File: src/rlr_pkg.sv
// ----------------------------------------------------------------------------
// rlr_pkg
// Shared types and constants for the rectangle layer rasterizer: codes,
// fixed-point settings, controller state and controller/datapath links.
// ----------------------------------------------------------------------------
package rlr_pkg;

	localparam int MAX_RECTS_DEF = 64;
	localparam int MAX_SIDE      = 300;
	localparam int FRAC_BITS     = 8;

	localparam int COORD_IN_W = 20;
	localparam int SIDE_W     = 9;
	localparam int CHAR_W     = 8;

	// Wide enough for left + width and for a pixel scaled to fixed point.
	localparam int COORD_W = ((FRAC_BITS + SIDE_W + 2) > (COORD_IN_W + 3)) ?
		(FRAC_BITS + SIDE_W + 2) : (COORD_IN_W + 3);

	localparam logic signed [COORD_W-1:0] ONE_FX = COORD_W'(1) << FRAC_BITS;

	// One table entry: filled, char, height, width, top, left.
	localparam int ENTRY_W = 1 + CHAR_W + 4 * COORD_IN_W;

	localparam logic [CHAR_W-1:0] KIND_FILLED  = 8'h52;
	localparam logic [CHAR_W-1:0] KIND_OUTLINE = 8'h72;

	localparam logic [SIDE_W-1:0] CANVAS_RESET = SIDE_W'(300);
	localparam logic [CHAR_W-1:0] BG_RESET     = CHAR_W'(32);

	typedef enum logic {
		CMD_ADD   = 1'b0,
		CMD_QUERY = 1'b1
	} cmd_t;

	typedef enum logic [2:0] {
		RES_OK         = 3'd0,
		RES_INVALID    = 3'd1,
		RES_FULL       = 3'd2,
		RES_ERROR      = 3'd3,
		RES_OFF_CANVAS = 3'd4
	} result_t;

	typedef enum logic [1:0] {
		REG_CANVAS_WIDTH  = 2'd0,
		REG_CANVAS_HEIGHT = 2'd1,
		REG_BACKGROUND    = 2'd2
	} reg_index_t;

	typedef enum logic [1:0] {
		S_IDLE,
		S_CHECK,
		S_SCAN,
		S_DRAIN
	} state_t;

	typedef struct packed {
		logic capture;
		logic wr_entry;
		logic err_set;
		logic scan_init;
		logic issue;
		logic reply;
	} ctrl_cmd_t;

	typedef struct packed {
		logic is_add;
		logic add_bad;
		logic add_full;
		logic query_err;
		logic query_off;
		logic table_empty;
		logic last_issue;
		logic pipe_empty;
	} dp_stat_t;

endpackage

File: src/rlr_ctrl.sv
// ----------------------------------------------------------------------------
// rlr_ctrl
// Sequencer for the rasterizer: accepts a command, checks it, walks the
// rectangle table for a query and triggers the result transfer.
// ----------------------------------------------------------------------------
module rlr_ctrl (
	input  logic               clk,
	input  logic               arst_n,
	input  logic               start,
	output logic               busy,
	input  rlr_pkg::dp_stat_t  stat,
	output rlr_pkg::ctrl_cmd_t ctl
);

	import rlr_pkg::*;

	state_t state_q;
	state_t state_nxt;

	always_ff @(posedge clk or negedge arst_n) begin
		if (!arst_n) begin
			state_q <= S_IDLE;
		end else begin
			state_q <= state_nxt;
		end
	end

	always_comb begin
		state_nxt = state_q;
		unique case (state_q)
			S_IDLE: begin
				if (start) begin
					state_nxt = S_CHECK;
				end
			end
			S_CHECK: begin
				if (stat.is_add || stat.query_err || stat.query_off) begin
					state_nxt = S_IDLE;
				end else if (stat.table_empty) begin
					state_nxt = S_DRAIN;
				end else begin
					state_nxt = S_SCAN;
				end
			end
			S_SCAN: begin
				if (stat.last_issue) begin
					state_nxt = S_DRAIN;
				end
			end
			S_DRAIN: begin
				if (stat.pipe_empty) begin
					state_nxt = S_IDLE;
				end
			end
			default: state_nxt = S_IDLE;
		endcase
	end

	always_comb begin
		ctl  = '0;
		busy = 1'b1;
		unique case (state_q)
			S_IDLE: begin
				busy        = 1'b0;
				ctl.capture = start;
			end
			S_CHECK: begin
				if (stat.is_add) begin
					ctl.reply = 1'b1;
					if (stat.add_bad || stat.add_full) begin
						ctl.err_set = 1'b1;
					end else begin
						ctl.wr_entry = 1'b1;
					end
				end else if (stat.query_err || stat.query_off) begin
					ctl.reply = 1'b1;
				end else begin
					ctl.scan_init = 1'b1;
				end
			end
			S_SCAN: begin
				ctl.issue = 1'b1;
			end
			S_DRAIN: begin
				ctl.reply = stat.pipe_empty;
			end
			default: begin
				busy = 1'b1;
			end
		endcase
	end

endmodule

File: config.mk
export PLATFORM = sky130hd
export DESIGN_NAME = rlr_ctrl
export DESIGN_NICKNAME = d
export VERILOG_FILES = /design/src/rlr_pkg.sv /design/src/rlr_ctrl.sv
export SDC_FILE = /design/constraint.sdc
export NUM_CORES = 1
export LEC_CHECK = 0
export ABC_AREA = 1
export ABC_CLOCK_PERIOD_IN_PS = 900
export BUFFER_PORTS_ARGS = -buffer_cell sky130_fd_sc_hd__buf_2
export CORE_AREA = 2 2 39 41
export CTS_BUF_LIST = sky130_fd_sc_hd__clkbuf_4 sky130_fd_sc_hd__clkbuf_8 sky130_fd_sc_hd__clkbuf_16
export DETAILED_ROUTE_END_ITERATION = 12
export DIE_AREA = 0 0 41 43
export RECOVER_POWER = 50
export SLEW_MARGIN = 30
export SYNTH_ARGS = -nofsm -noshare
export SYNTH_HDL_FRONTEND = slang
export SYNTH_SLANG_ARGS = --single-unit
File: constraint.sdc
create_clock -name clk -period 0.9 [get_ports clk]
set_clock_uncertainty 0.05 [all_clocks]
set_input_delay 0.18 -clock clk [delete_from_list [all_inputs] [get_ports clk]]
set_output_delay 0.18 -clock clk [all_outputs]
set_load 0.01 [all_outputs]
==> run metrics <==
status finished, violations left; failing checks negative setup slack; DRC viols 0; DR iter-0 viols 2; Sw Ratio 42.8%; Antenna Cells 0; CP max stage cell dfrtp_2; CP peak stage delay roughly 0.43 ns; post-route cell area 380 um^2; initial antenna violation count 0; relative slew slack a little under 80%; most frequent cells in the layout 15 x buf_2, 5 x buf_4, 4 x inv_2, 4 x inv_1, 3 x clkbuf_4; met1 usage in global routing around 7.7%; NetSw 0.000424 W; Final Max Slew Viols 0; via count 260; DIE AREA 0.00176 mm^2; vias in the first global route ~240; Worst-path clk slew 0.03 ns; clk sinks 2; Clock Tree Buf Depth 2; CP required 0.67 ns; IO buf count 17; reg2reg path depth 4; sequential power share ~18%; commonest non-fill, non-tap cell in the layout buf_2; r2r endpoint state_q[0]; worst hold path type input pin to flip-flop; met3 usage 3.66%; pre-CTS setup slack -0.283 ns; Static Leakage 0.211 nW; syn nets 39; core footprint between 0.001 and 0.0015 mm^2; I/O pin total 18; Setup Viol. Count Final 9; HPWL reported at the end of detailed placement 432 um; final worst path period share 152%; Critical Path Stages 5; register area share after synthesis 28.8%; CP Cell Sequence nor2_4 > buf_4 > nand2_2 > inv_2 > buf_6; Hold Worst Slack 0.191 ns; crit path launch type flip-flop; # Max-Cap Violations 0; met2 Use GR 9.69%; # H-tree levels 1; first-pass GRT wire length approximately 830 um; NumNets Final 67; routed wire length 538 um; largest net degree at the start of global routing 6; WL per Instance 7.69 um; endpoints failing hold 0; actual slew at the worst max-slew pin between 0.3 and 0.4 ns; syn avg cell area 6.21 um^2; Clk pwr share 20.3%; GR peak layer met4; gr usage total 8.03%; RSZ-0062 raised after global routing true; Worst R2R Setup Slack -0.14 ns; CP Capture Type primary output; area post-placement 319 um^2; Int Pwr 0.000567 W; Peak VDD IR 640 uV; Yosys cell types 14; Filler cells 155; CP delay by family, top flip-flops; Die Wd roughly 41 um; clk root buf clkbuf_4; CTS tree built; number of buffers and inverters on the critical path 3; pwr dens 2600 mW/mm^2; Initial Util about an eighth; Rows 14; Setup TNS -3.09 ns; DR vias/cell 3.71; antenna viol nets, final 0; Arr. time, crit path 1.14 ns; CP max FO 5; cell count after synthesis 28; routability cong. 0.693; max frequency 731 MHz; Logic pwr share 61.7%; crit path to ctl[2]; clock latency on the worst-skew pair approximately 0.23 ns; Num CTS Buffers 3; Yosys reg bits 2; die height 43 um; Yosys warnings 0; Congestion Overflow GR 0; Tmin final 1.37 ns; Post-Synthesis Cell Area roughly 170 um^2; worst setup margin -0.468 ns; drt first pass iters 2; Area Growth Syn to Fin 119%; layout cell share with drive strength beyond 1 64.8%; Worst Setup Path Type flip-flop to primary output
-- Yosys cell counts --
| master | instances | area, um^2 |
|---|---|---|
| inv_1 | 7 | 26.3 |
| nor2_1 | 4 | 15.0 |
| nand2_1 | 3 | 11.3 |
| dfrtp_1 | 2 | 50.1 |
| o21ai_0 | 2 | 10.0 |
| o21ai_1 | 2 | 10.0 |
| a21oi_1 | 1 | 5.00 |
| inv_2 | 1 | 3.75 |
| nand3_1 | 1 | 5.00 |
| nand4_1 | 1 | 6.26 |
| nor2_2 | 1 | 6.26 |
| nor3_1 | 1 | 5.00 |
| nor4_2 | 1 | 12.5 |
| o21a_1 | 1 | 7.51 |
-- timing repair --
item / in CTS / in global routing
pin swaps: 2 / 1
resized for setup: 6 / 0
hold endpoints to repair: 2 / 0
hold buffers: 1 / 0
setup endpoints to repair: 9 / 9
setup buffers: 2 / 0
-- power by group through the flow --
stage / sequential (W) / combinational (W) / clock, W
floorplan: 0.000165 / 0.000312 / 0
detailed placement: 0.000167 / 0.000506 / 0
CTS: 0.000179 / 0.000615 / 0.000215
global route: 0.000190 / 0.000669 / 0.000214
finish: 0.000178 / 0.000611 / 0.000201
global placement: 0.000165 / 0.000501 / 0
-- worst min path at each step --
stage | from | end | cells past startpoint
4_1_cts | stat[2] | state_q[0] | 3
6_report | stat[2] | state_q[0] | 3
3_5_place_dp | arst_n | asynchronous set/reset pin | 1
2_1_floorplan | arst_n | asynchronous set/reset pin | 0
3_3_place_gp | arst_n | state_q[0] | 1
5_1_grt | stat[2] | state_q[0] | 3
-- kinds of logic (layout without fill, tap and decap cells) --
kind of cell	count (synthesis)	in the layout	synth area share (%)
AOI/OAI and AO/OA	6	6	18.7
buffers and inverters	8	34	17.3
DFF	2	2	28.8
and+or+nand+nor	12	12	35.2
-- worst reg2reg max path, cell delays in order, from the launching register on --
cell and delay [ns]:
dfrtp_2 0.43, nor2_4 0.14, buf_4 0.13, nand4_1 0.07, a21oi_1 0.14
-- layer usage --
layer,vias up,part of all wire (%)
li1,141,-
met4,0,0
met3,0,11
met1,105,38
met5,-,0
met2,14,50
-- stage by stage --
step	std cells	total power (W)	util, %
after floorplan	28	0.000477	-
after global placement	64	0.000666	23.1
after detailed placement	64	0.000673	23.1
after CTS	70	0.00101	27.6
after global routing	70	0.00107	27.5
final	70	0.000991	27.5
-- cell type report --
| type | count | area [um^2] | share of cell area [%] |
|---|---|---|---|
| Timing Repair Buffer | 23 | 138 | 36.2 |
| Multi-Input combinational cell | 18 | 119 | 31.2 |
| Sequential cell | 2 | 51.3 | 13.5 |
| Inverter | 8 | 30.0 | 7.89 |
| Clock buffer | 3 | 22.5 | 5.92 |
| Tap cell | 16 | 20.0 | 5.26 |
(Power assumes the default switching activity.)
